==> config.mk <==
export PLATFORM = sky130hd
export DESIGN_NAME = fifo_with_cancel_by_key
export DESIGN_NICKNAME = d
export VERILOG_FILES = /design/src/fifo_cbk_pkg.sv /design/src/fifo_with_cancel_by_key.sv
export SDC_FILE = /design/constraint.sdc
export NUM_CORES = 1
export LEC_CHECK = 0
export BUFFER_PORTS_ARGS = -buffer_cell sky130_fd_sc_hd__buf_2
export CORE_UTILIZATION = 30
export CTS_BUF_LIST = sky130_fd_sc_hd__clkbuf_8 sky130_fd_sc_hd__clkbuf_16
export CTS_CLUSTER_DIAMETER = 120
export DETAILED_ROUTE_END_ITERATION = 16
export HOLD_SLACK_MARGIN = 0.1
export PLACE_DENSITY_LB_ADDON = 0.15
export SKIP_CTS_REPAIR_TIMING = 1
export SYNTH_ARGS = -nofsm -noshare
export SYNTH_HDL_FRONTEND = slang
export SYNTH_SLANG_ARGS = --single-unit
==> constraint.sdc <==
create_clock -name clk -period 6.6 [get_ports clk]
set_clock_uncertainty 0.1 [all_clocks]
set_input_delay 0.33 -clock clk [delete_from_list [all_inputs] [get_ports clk]]
set_output_delay 0.33 -clock clk [all_outputs]
set_load 0.005 [all_outputs]
==> src/fifo_cbk_pkg.sv <==
// Package for the keyed-cancel ticket FIFO: command and result transfer types,
// opcode and status codes, and default sizes. Used by fifo_with_cancel_by_key.
package fifo_cbk_pkg;

	localparam int DEPTH_DEF    = 32;
	localparam int KEY_BITS_DEF = 32;
	localparam int TKEY_BITS    = 32;
	localparam int WIDE_BITS    = 64;

	typedef enum logic [1:0] {
		OP_PUSH   = 2'd0,
		OP_POP    = 2'd1,
		OP_CANCEL = 2'd2,
		OP_LIST   = 2'd3
	} opcode_t;

	typedef enum logic [1:0] {
		ST_OK       = 2'd0,
		ST_FULL     = 2'd1,
		ST_EMPTY    = 2'd2,
		ST_NOTFOUND = 2'd3
	} status_t;

	typedef struct packed {
		opcode_t                opcode;
		logic [TKEY_BITS-1:0]   ticket_key;
	} cmd_t;

	typedef struct packed {
		status_t                status;
		logic [TKEY_BITS-1:0]   key_out;
		logic                   last_of_run;
		logic                   is_empty;
		logic                   is_full;
		logic [5:0]             entry_count;
	} rsp_t;

endpackage

==> src/fifo_with_cancel_by_key.sv <==
// Keyed-cancel ticket FIFO: a ring of DEPTH keys in one synchronous RAM; depends on fifo_cbk_pkg.
// Push, and any rejected or empty operation, show their result in the cycle after the
// transfer; pop passes through S_POP; cancel scans the N pending entries, then shifts.
// Throughput: busy stays high until the last result; list gives one result per cycle, N in all.
// The single RAM read port sets this sequence. With no receiver stall, done strobes per result.
// Reset (arst_n low, asynchronous) empties the queue; RAM contents stay undefined until written.
module fifo_with_cancel_by_key #(
	parameter int DEPTH    = fifo_cbk_pkg::DEPTH_DEF,
	parameter int KEY_BITS = fifo_cbk_pkg::KEY_BITS_DEF
) (
	input  logic                 clk,
	input  logic                 arst_n,
	input  logic                 start,
	output logic                 busy,
	input  fifo_cbk_pkg::cmd_t   cmd,
	output logic                 done,
	output fifo_cbk_pkg::rsp_t   result
);

	localparam int AW = $clog2(DEPTH);
	localparam int CW = $clog2(DEPTH + 1);

	// Sequencer states. Every multi-cycle operation runs through the RAM read port.
	typedef enum logic [4:0] {
		S_IDLE  = 5'b00001,
		S_POP   = 5'b00010,
		S_SCAN  = 5'b00100,
		S_SHIFT = 5'b01000,
		S_LIST  = 5'b10000
	} state_t;

	state_t                 state_q, state_d;
	logic [AW-1:0]          head_q, head_d;
	logic [CW-1:0]          occ_q, occ_d;
	logic [CW-1:0]          rd_pos_q, rd_pos_d;
	logic [CW-1:0]          dst_q, dst_d;
	logic [KEY_BITS-1:0]    key_q, key_d;
	logic [KEY_BITS-1:0]    rdata_q;
	logic [KEY_BITS-1:0]    mem [DEPTH];

	logic                   accept;
	logic [AW-1:0]          rd_addr;
	logic                   we;
	logic [AW-1:0]          waddr;
	logic [KEY_BITS-1:0]    wdata;
	logic [KEY_BITS-1:0]    key_in;
	logic [fifo_cbk_pkg::WIDE_BITS-1:0] key_wide;
	logic [fifo_cbk_pkg::WIDE_BITS-1:0] rdata_wide;

	logic                   done_d;
	fifo_cbk_pkg::status_t  res_status;
	logic [fifo_cbk_pkg::TKEY_BITS-1:0] res_key;
	logic                   res_last;
	logic                   done_q;
	fifo_cbk_pkg::rsp_t     result_q;

	// Ring slot of the entry at a given distance from the head.
	function automatic logic [AW-1:0] slot_of(input logic [AW-1:0] head,
	                                          input logic [CW-1:0] pos);
		logic [CW:0] sum;
		sum = (CW+1)'(head) + (CW+1)'(pos);
		if (sum >= (CW+1)'(DEPTH)) begin
			sum = sum - (CW+1)'(DEPTH);
		end
		return sum[AW-1:0];
	endfunction

	assign accept = start && !busy;
	assign busy   = (state_q != S_IDLE);

	// Keys are cut to KEY_BITS on entry; listed and popped keys leave as their low 32 bits.
	assign key_wide   = fifo_cbk_pkg::WIDE_BITS'(cmd.ticket_key);
	assign key_in     = key_wide[KEY_BITS-1:0];
	assign rdata_wide = fifo_cbk_pkg::WIDE_BITS'(rdata_q);

	// The RAM is read every cycle. While idle it reads the head, which is what pop, cancel
	// and list all need first; otherwise it reads the position that the sequencer walks.
	assign rd_addr = (state_q == S_IDLE) ? head_q : slot_of(head_q, rd_pos_q);

	always_comb begin
		state_d    = state_q;
		head_d     = head_q;
		occ_d      = occ_q;
		rd_pos_d   = rd_pos_q;
		dst_d      = dst_q;
		key_d      = key_q;
		we         = 1'b0;
		waddr      = slot_of(head_q, occ_q);
		wdata      = key_in;
		done_d     = 1'b0;
		res_status = fifo_cbk_pkg::ST_OK;
		res_key    = '0;
		res_last   = 1'b1;

		unique case (state_q)
			S_IDLE: begin
				if (accept) begin
					unique case (cmd.opcode)
						fifo_cbk_pkg::OP_PUSH: begin
							done_d = 1'b1;
							if (occ_q == CW'(DEPTH)) begin
								res_status = fifo_cbk_pkg::ST_FULL;
							end else begin
								// The write lands at the tail slot at this very edge.
								we    = 1'b1;
								occ_d = occ_q + CW'(1);
							end
						end
						fifo_cbk_pkg::OP_POP,
						fifo_cbk_pkg::OP_CANCEL,
						fifo_cbk_pkg::OP_LIST: begin
							if (occ_q == '0) begin
								done_d     = 1'b1;
								res_status = fifo_cbk_pkg::ST_EMPTY;
							end else begin
								// The head read is issued now; position one is next.
								rd_pos_d = CW'(1);
								key_d    = key_in;
								priority case (cmd.opcode)
									fifo_cbk_pkg::OP_POP:    state_d = S_POP;
									fifo_cbk_pkg::OP_CANCEL: state_d = S_SCAN;
									default:                 state_d = S_LIST;
								endcase
							end
						end
					endcase
				end
			end
			S_POP: begin
				done_d  = 1'b1;
				res_key = rdata_wide[fifo_cbk_pkg::TKEY_BITS-1:0];
				head_d  = slot_of(head_q, CW'(1));
				occ_d   = occ_q - CW'(1);
				state_d = S_IDLE;
			end
			S_SCAN: begin
				// The read data holds the entry at position rd_pos_q - 1.
				if (rdata_q == key_q) begin
					if (rd_pos_q == occ_q) begin
						// The match is the newest entry, so nothing needs to move.
						done_d  = 1'b1;
						occ_d   = occ_q - CW'(1);
						state_d = S_IDLE;
					end else begin
						dst_d    = rd_pos_q - CW'(1);
						rd_pos_d = rd_pos_q + CW'(1);
						state_d  = S_SHIFT;
					end
				end else if (rd_pos_q == occ_q) begin
					done_d     = 1'b1;
					res_status = fifo_cbk_pkg::ST_NOTFOUND;
					state_d    = S_IDLE;
				end else begin
					rd_pos_d = rd_pos_q + CW'(1);
				end
			end
			S_SHIFT: begin
				// Each entry moves one place toward the head. The write trails the read
				// by two positions, so the two ports never meet at one entry.
				we    = 1'b1;
				waddr = slot_of(head_q, dst_q);
				wdata = rdata_q;
				dst_d = dst_q + CW'(1);
				if (rd_pos_q == occ_q) begin
					done_d  = 1'b1;
					occ_d   = occ_q - CW'(1);
					state_d = S_IDLE;
				end else begin
					rd_pos_d = rd_pos_q + CW'(1);
				end
			end
			S_LIST: begin
				done_d   = 1'b1;
				res_key  = rdata_wide[fifo_cbk_pkg::TKEY_BITS-1:0];
				res_last = (rd_pos_q == occ_q);
				if (rd_pos_q == occ_q) begin
					state_d = S_IDLE;
				end else begin
					rd_pos_d = rd_pos_q + CW'(1);
				end
			end
			default: begin
				state_d = S_IDLE;
			end
		endcase
	end

	// Key RAM: one write and one registered read per cycle.
	always_ff @(posedge clk) begin
		if (we) begin
			mem[waddr] <= wdata;
		end
		rdata_q <= mem[rd_addr];
	end

	always_ff @(posedge clk or negedge arst_n) begin
		if (!arst_n) begin
			state_q  <= S_IDLE;
			head_q   <= '0;
			occ_q    <= '0;
			rd_pos_q <= '0;
			dst_q    <= '0;
			done_q   <= 1'b0;
		end else begin
			state_q  <= state_d;
			head_q   <= head_d;
			occ_q    <= occ_d;
			rd_pos_q <= rd_pos_d;
			dst_q    <= dst_d;
			done_q   <= done_d;
		end
	end

	// Result payload; the flags always describe the queue after the step.
	always_ff @(posedge clk) begin
		key_q                <= key_d;
		result_q.status      <= res_status;
		result_q.key_out     <= res_key;
		result_q.last_of_run <= res_last;
		result_q.is_empty    <= (occ_d == '0);
		result_q.is_full     <= (occ_d == CW'(DEPTH));
		result_q.entry_count <= 6'(occ_d);
	end

	assign done   = done_q;
	assign result = result_q;

`ifndef SYNTHESIS
	a_occ_bound: assert property (@(posedge clk) disable iff (!arst_n)
		occ_q <= CW'(DEPTH))
		else $error("occupancy exceeds depth");

	a_list_continues: assert property (@(posedge clk) disable iff (!arst_n)
		done_q && !result_q.last_of_run |=> done_q)
		else $error("list run broken before its last result");

	a_last_frees: assert property (@(posedge clk) disable iff (!arst_n)
		done_q && result_q.last_of_run |-> !busy)
		else $error("still busy after final result");

	a_push_grows: assert property (@(posedge clk) disable iff (!arst_n)
		accept && cmd.opcode == fifo_cbk_pkg::OP_PUSH && occ_q != CW'(DEPTH)
		|=> occ_q == $past(occ_q) + CW'(1) && done_q)
		else $error("push did not add an entry");
`endif

endmodule

==> summary.txt, run 1 <==
Clock tree
  • Clock Tree Root: clkbuf_16
  • TritonCTS clock tree: yes
  • # H-tree levels: 3
  • CTS Buffer Depth: 3
  • Clock transition at the registers of the reported paths: 0.06 ns
  • CTS Buf Count: 120
  • Sink Count: 1,159
  • Clock Latency Late Sink: roughly 0.74 ns

Drt
  • Total number of vias: 28,200
  • Via/cell ratio: 4.91
  • WL final: 142,000 um
  • DRC: 0
  • Final ANT Viol Nets: 0
  • Initial DRC Count: 2,475
  • Number of detailed-route iterations in the first pass: 6
  • WL/cell: ~25 um

Worst hold path
  • Worst hold path class: in2async

Power
  • Pwr/cell area: 469 nW/um2
  • Tot Pwr: 25.0 mW
  • VDD IR max: 0.808 mV
  • Leak: 18.2 nW

Timing
  • Final setup fails: 0
  • Post-layout min period: 5.46 ns
  • Slew HR: 0.122
  • Worst slew pin tran: 1.31 ns
  • Count of final hold-check violations: 0
  • TNS Setup: 0 ns
  • Unrepaired setup endpoints after global routing: no
  • Final Max Tran Viols: 0
  • Final period utilization: 0.827
  • Peak Freq: 183 MHz

Finish
  • Fill cells: 14,800
  • Area delta synth->final: 16.4%
  • Ant diodes: 0
  • Area of the multi-input gates: 11,100 um2
  • Final core occ: 0.354
  • Finished Layout Cells: 5,738
  • Share of cells above drive strength 1: 0.111
  • Register area: approximately 34,000 um2
  • Nets: 3,684

GRT
  • Largest net degree at the start of global routing: about 160
  • First-pass GRT wire length: about 200,000 um
  • Initial antenna violation count: 7
  • GR Overflow Total: 0
  • Most Crowded Layer GR: met2
  • Number of global-route vias before repair: between 20,000 and 30,000
  • Met3 Use GR: 0.0362
  • GR Util met2: 0.280
  • Total global-route track usage: 0.184
  • M1 GR Usage: 0.268

Critical path
  • WS Path Type: reg2reg
  • Most used cell along the critical path: inv_1
  • Reg-to-reg startpoint: state_q[2]$_DFFE_PN0P_
  • Cells on worst reg2reg path: 15
  • CP max FO: 18
  • Worst R2R Setup Slack: 1.14 ns
  • Reg-to-reg endpoint: mem[12][4]$_DFFE_PP_
  • Setup crit end kind: register
  • Slowest cell on the critical path: nor2_4
  • CP required: a little under 7 ns
  • Slowest stage delay, CP: 0.70 ns
  • Crit path cell chain: nor4b_1, nor2b_4, nand2_1, o21ai_0, ha_1, inv_1, fa_1, inv_1, a21o_1, a21oi_1, xnor2_1, xor2_1, nand3_1, nor2_4, buf_4
  • Crit path DAT: 5.76 ns
  • Setup crit start kind: register

Synthesis
  • Top cell type's share of synthesized area: 0.693
  • #FFs+latches synth: about 1,200
  • Syn_nets: 3,548
  • Post-synth design cell area: about 46,000 um2
  • Cell taking the most area after synthesis: edfxtp_1
  • EDFF count, synth: ~1,100
  • Mapped Cells: 3,490
  • YS warnings: 0
  • Post-synthesis sequential area ratio: 0.741
  • Synth cell types: 70
  • Synth Area per Inst: 13.1 um2
  • Main flop type after synthesis: edfxtp_1
  • Ranking of synthesized cells by area: edfxtp_1 (69%), nand2_1 (8.4%), nand3_1 (4.4%)
  • Ys async rst share: 0.0242

Floorplanning
  • Die Span Y: 393 um
  • Core Footprint: about 150,000 um2
  • # IOs: slightly above 80
  • Die area: between 150,000 and 200,000 um2
  • Die W: 393 um
  • Row cnt: 142
  • Initial core utilization: 0.304

Placement
  • Placer Congestion: 0.804
  • Post-detail-place hpwl: about 84,000 um
  • Port-buffer cells: 81
  • Placed cells: 5,484

Run status
  • Outcome: finished clean

Run
  • Max-cap viol count: 0
-- power by group --
part | internal [mW] | switching, mW | leakage, nW
registers | 8.37 | 0.350 | 10.5
logic | 2.72 | 6.95 | 5.74
clock network | 3.74 | 2.87 | 2.00
total | 14.8 | 10.2 | 18.2
-- logic make-up (layout without fill, tap and decap cells) --
| logic type | after synthesis | after routing | share of synthesized area |
|---|---|---|---|
| simple gates | 1719 | 1719 | 0.165 |
| buf+inv | 224 | 456 | 0.0234 |
| mux | 65 | 65 | 0.0142 |
| flops | 1159 | 1159 | 0.741 |
| fa+ha+maj | 21 | 21 | 0.00607 |
| compound gates | 239 | 239 | 0.0379 |
| xor+xnor | 63 | 63 | 0.0121 |
-- registers in the layout, summed over array words and instances, names as in the netlist, 5 cells and up --
name / flops
mem: 1024
head_q: 5
key_q: 32
state_q: 5
rdata_q: 32
dst_q: 5
rd_pos_q: 6
result: 43
occ_q: 6
-- cell usage in the layout (no fill, tap or decap), types with 22 or more instances in the layout --
cell / instances
nand4_1: 133
o21ai_1: 27
clkbuf_16: 124
o21a_1: 35
nor2_1: 34
buf_4: 81
nor2b_1: 35
a32oi_1: 64
nand3_1: 403
mux2i_1: 64
dfrtp_1: 27
nand2_1: 1016
buf_12: 22
nor2_4: 34
buf_2: 81
edfxtp_1: 1056
o211ai_1: 35
dfxtp_1: 75
dlygate4sd3_1: 36
xor2_1: 50
inv_1: 49
-- cell type report --
class	count	share of cell area
multi-input cells	2107	0.209
clock inverters	85	0.0108
inverters	18	0.00132
repair buffers	220	0.0341
clock buffers	133	0.0606
flip-flops and latches	1159	0.637
well taps	2016	0.0474
-- synth_stat cells (3+ instances only) --
cell type  instances
edfxtp_1        1056
nand2_1         1026
nand3_1          403
nand4_1          133
buf_2             98
dfxtp_1           75
clkbuf_1          73
nor2_1            68
a32oi_1           64
mux2i_1           64
xor2_1            50
nor2b_1           36
o211ai_1          35
o21a_1            35
dfrtp_1           27
o21ai_1           27
a21oi_1           21
o21ai_0           20
ha_1              19
inv_1             17
buf_4             16
buf_1             13
xnor2_1           13
nor3_1            12
nor4_1             8
a21o_1             6
buf_6              6
o22ai_1            6
nand2b_1           5
nand3b_1           5
and2_1             3
o32ai_1            3
or3_1              3
-- critical path: cells and delay by family, from the launching register on --
family,cells,cell delay [ns]
xor+xnor,2,0.76
compound gates,3,0.30
flops,1,0.44
simple gates,5,2.26
buf+inv,3,0.57
fa+ha+maj,2,0.69
-- stage by stage --
| step | hold slack [ns] | instance area (um2) | worst slack [ns] |
|---|---|---|---|
| finish | 0.109 | 53300 | 1.14 |
| CTS | -0.467 | 52900 | 1.15 |
| floorplan | -0.0656 | 45800 | 1.43 |
| detailed placement | 0.318 | 49100 | 1.18 |
| global route | 0.159 | 53300 | 0.792 |
| global placement | 0.340 | 49100 | 1.09 |
-- routing by layer --
| metal | routed length [um] | share of wire |
|---|---|---|
| met1 | 67600 | 0.48 |
| met2 | 63200 | 0.44 |
| met3 | 8420 | 0.059 |
| met4 | 2960 | 0.021 |
| met5 | 0 | 0 |
-- how the worst max path moves through the flow --
stage                     slack [ns]  cells past startpoint                    from                    to
after CTS                       1.15                     15  state_q[2]$_DFFE_PN0P_  mem[15][4]$_DFFE_PP_
after floorplan                 1.43                     16  state_q[2]$_DFFE_PN0P_  mem[10][0]$_DFFE_PP_
final                           1.14                     15  state_q[2]$_DFFE_PN0P_  mem[12][4]$_DFFE_PP_
after global placement          1.09                     15  state_q[1]$_DFFE_PN0P_  mem[15][6]$_DFFE_PP_
after detailed placement        1.18                     15  state_q[2]$_DFFE_PN0P_  mem[15][6]$_DFFE_PP_
after global routing            0.79                     15  state_q[2]$_DFFE_PN0P_  mem[15][8]$_DFFE_PP_
No activity file was read; power rests on OpenSTA's default activity.
==> inputs of run 2 (changes only) <==
==> constraint.sdc (replaced) <==
create_clock -name clk -period 4.65 [get_ports clk]
set_clock_uncertainty 0.1 [all_clocks]
set_input_delay 0.2325 -clock clk [delete_from_list [all_inputs] [get_ports clk]]
set_output_delay 0.2325 -clock clk [all_outputs]
set_load 0.005 [all_outputs]
==> summary.txt, run 2 (synthesis gave the netlist of run 1 again) <==
Drt
  • Total number of vias: 28,400
  • Via/cell ratio: 4.89
  • M1 WL: 70,200 um
  • Number of detailed-route iterations in the first pass: 7
  • WL/cell: around 24 um
  • Metal3 WL: 8360 um
  • WL final: 138,000 um
  • Met2 wire length: 56,700 um
  • Top Layer Used: met4
  • Initial DRC Count: 2,610
  • DRC: 0
  • Final ANT Viol Nets: 0

Timing
  • Final Max Tran Viols: 0
  • Peak Freq: about 230 MHz
  • Final period utilization: 0.916
  • Unrepaired setup endpoints after global routing: no
  • TNS Setup: 0 ns
  • Final setup fails: 0
  • Worst slew pin tran: 1.13 ns
  • Count of final hold-check violations: 0
  • Post-layout min period: 4.26 ns
  • Slew HR: 0.245

Floorplanning
  • Die Span Y: roughly 390 um
  • Core Footprint: about 150,000 um2
  • Die area: 154,000 um2
  • Row cnt: 142
  • Die W: 393 um
  • Initial core utilization: 0.304
  • # IOs: slightly above 80

Power
  • Leak: ~19 nW
  • Seq pwr share: 0.333
  • Int Power: between 20 and 25 mW
  • Sw frac: 0.401
  • Power share of the clock group: 0.273
  • Net Sw Power: 14.8 mW
  • Logic pwr share: 0.394
  • VDD IR max: 0.673 mV
  • Pwr/cell area: just under 700 nW/um2

Critical path
  • WS Path Type: reg2reg
  • Cell family contributing the most delay on the critical path: simple AND/OR/NAND/NOR gates
  • WP buf/inv: 5
  • Setup crit end kind: register
  • Setup crit start kind: register
  • Crit path DAT: 4.60 ns
  • Crit path cell chain: nor4b_1, buf_4, nor2b_4, nand2_1, o21ai_0, ha_1, inv_1, fa_1, inv_1, a21o_1, a21oi_1, xnor2_2, xor2_1, buf_4, nand3_1, nor2_4, buf_4
  • Slowest cell on the critical path: dfrtp_1
  • CP required: 4.99 ns
  • CP max FO: 15
  • Most used cell along the critical path: buf_4
  • Slowest stage delay, CP: 0.44 ns

Run status
  • Outcome: finished clean

Finish
  • Nets: roughly 3,700
  • Area delta synth->final: 19.1%
  • Final core occ: 0.362
  • Share of cells above drive strength 1: 0.132
  • Max FFs per register: ~1,000
  • Commonest non-fill, non-tap cell in the layout: edfxtp_1
  • Biggest register: mem
  • Final Cell Area: 54,500 um2
  • Commonest non-fill, non-tap cells in the layout: edfxtp_1 (1,056), nand2_1 (1,001), nand3_1 (403), clkbuf_16 (135), nand4_1 (133)

Placement
  • Placer Congestion: 0.786
  • Port-buffer cells: 81
  • Post-placement cell area: 49,900 um2
  • Post-detail-place hpwl: 90,200 um

GRT
  • Number of global-route vias before repair: 27,000
  • Total global-route track usage: 0.179
  • Initial antenna violation count: 7
  • Largest net degree at the start of global routing: 87
  • GR Overflow Total: 0
  • First-pass GRT wire length: slightly below 200,000 um

Clock tree
  • # H-tree levels: 4
  • Clock Latency Late Sink: 0.76 ns
  • CTS Buf Count: 131
  • Sink Count: 1,159
  • CTS Buffer Depth: 3
  • TritonCTS clock tree: yes
  • Clock transition at the registers of the reported paths: roughly 0.06 ns
  • Clock Tree Root: clkbuf_16

Worst hold path
  • Worst hold path class: in2reg

Run
  • Max-cap viol count: 0
## run 2: power by group through the flow
stage	Sequential [mW]	Combinational [mW]	Clock, mW
2_1_floorplan	12.3	8.79	0
3_3_place_gp	12.5	14.7	0
3_5_place_dp	12.5	14.6	0
4_1_cts	12.3	14.7	10.4
5_1_grt	12.4	15.9	10.7
6_report	12.3	14.6	10.1
## run 2: final timing paths
path | cells after the start | slack [ns] | start | to
min | 2 | 0.12 | cmd[13] | key_q[13]$_DFFE_PP_
max reg2reg | 17 | 0.39 | state_q[2]$_DFFE_PN0P_ | mem[10][22]$_DFFE_PP_
min in group asynchronous | 3 | 0.51 | arst_n | state_q[0]$_DFFE_PN1P_
max | 17 | 0.39 | state_q[2]$_DFFE_PN0P_ | mem[10][22]$_DFFE_PP_
max in group asynchronous | 4 | 3.74 | arst_n | state_q[2]$_DFFE_PN0P_
min reg2reg | 1 | 0.41 | rdata_q[10]$_DFF_P_ | result[19]$_SDFF_PN0_
## run 2: per-layer routing
| metal | vias up | track usage |
|---|---|---|
| li1 | 13200 | - |
| met1 | 14300 | 0.283 |
| met2 | 829 | 0.246 |
| met3 | 174 | 0.0332 |
| met4 | 0 | 0.0440 |
| met5 | - | 0 |
## run 2: cell type report
class / count / area [um2]
inverter: 18 / 70.1
clock buffer: 141 / 3460
sequential: 1159 / 33900
multi-input combinational: 2107 / 11200
timing repair buffer: 269 / 2630
tap: 2016 / 2520
clock inverter: 99 / 738
antenna: 2 / 5.00
fill: 14600 / 96100
## run 2: metrics by stage
stage               power (mW)  hold WS, ns  cells  worst slack, ns
floorplan                 21.1       -0.163   3490           -0.516
global placement          27.2        0.255   5527            0.140
detailed placement        27.2        0.243   5527            0.315
CTS                       37.4       -0.594   5767            0.266
global route              39.0        0.101   5809           0.0960
finish                    37.0        0.123   5811            0.391
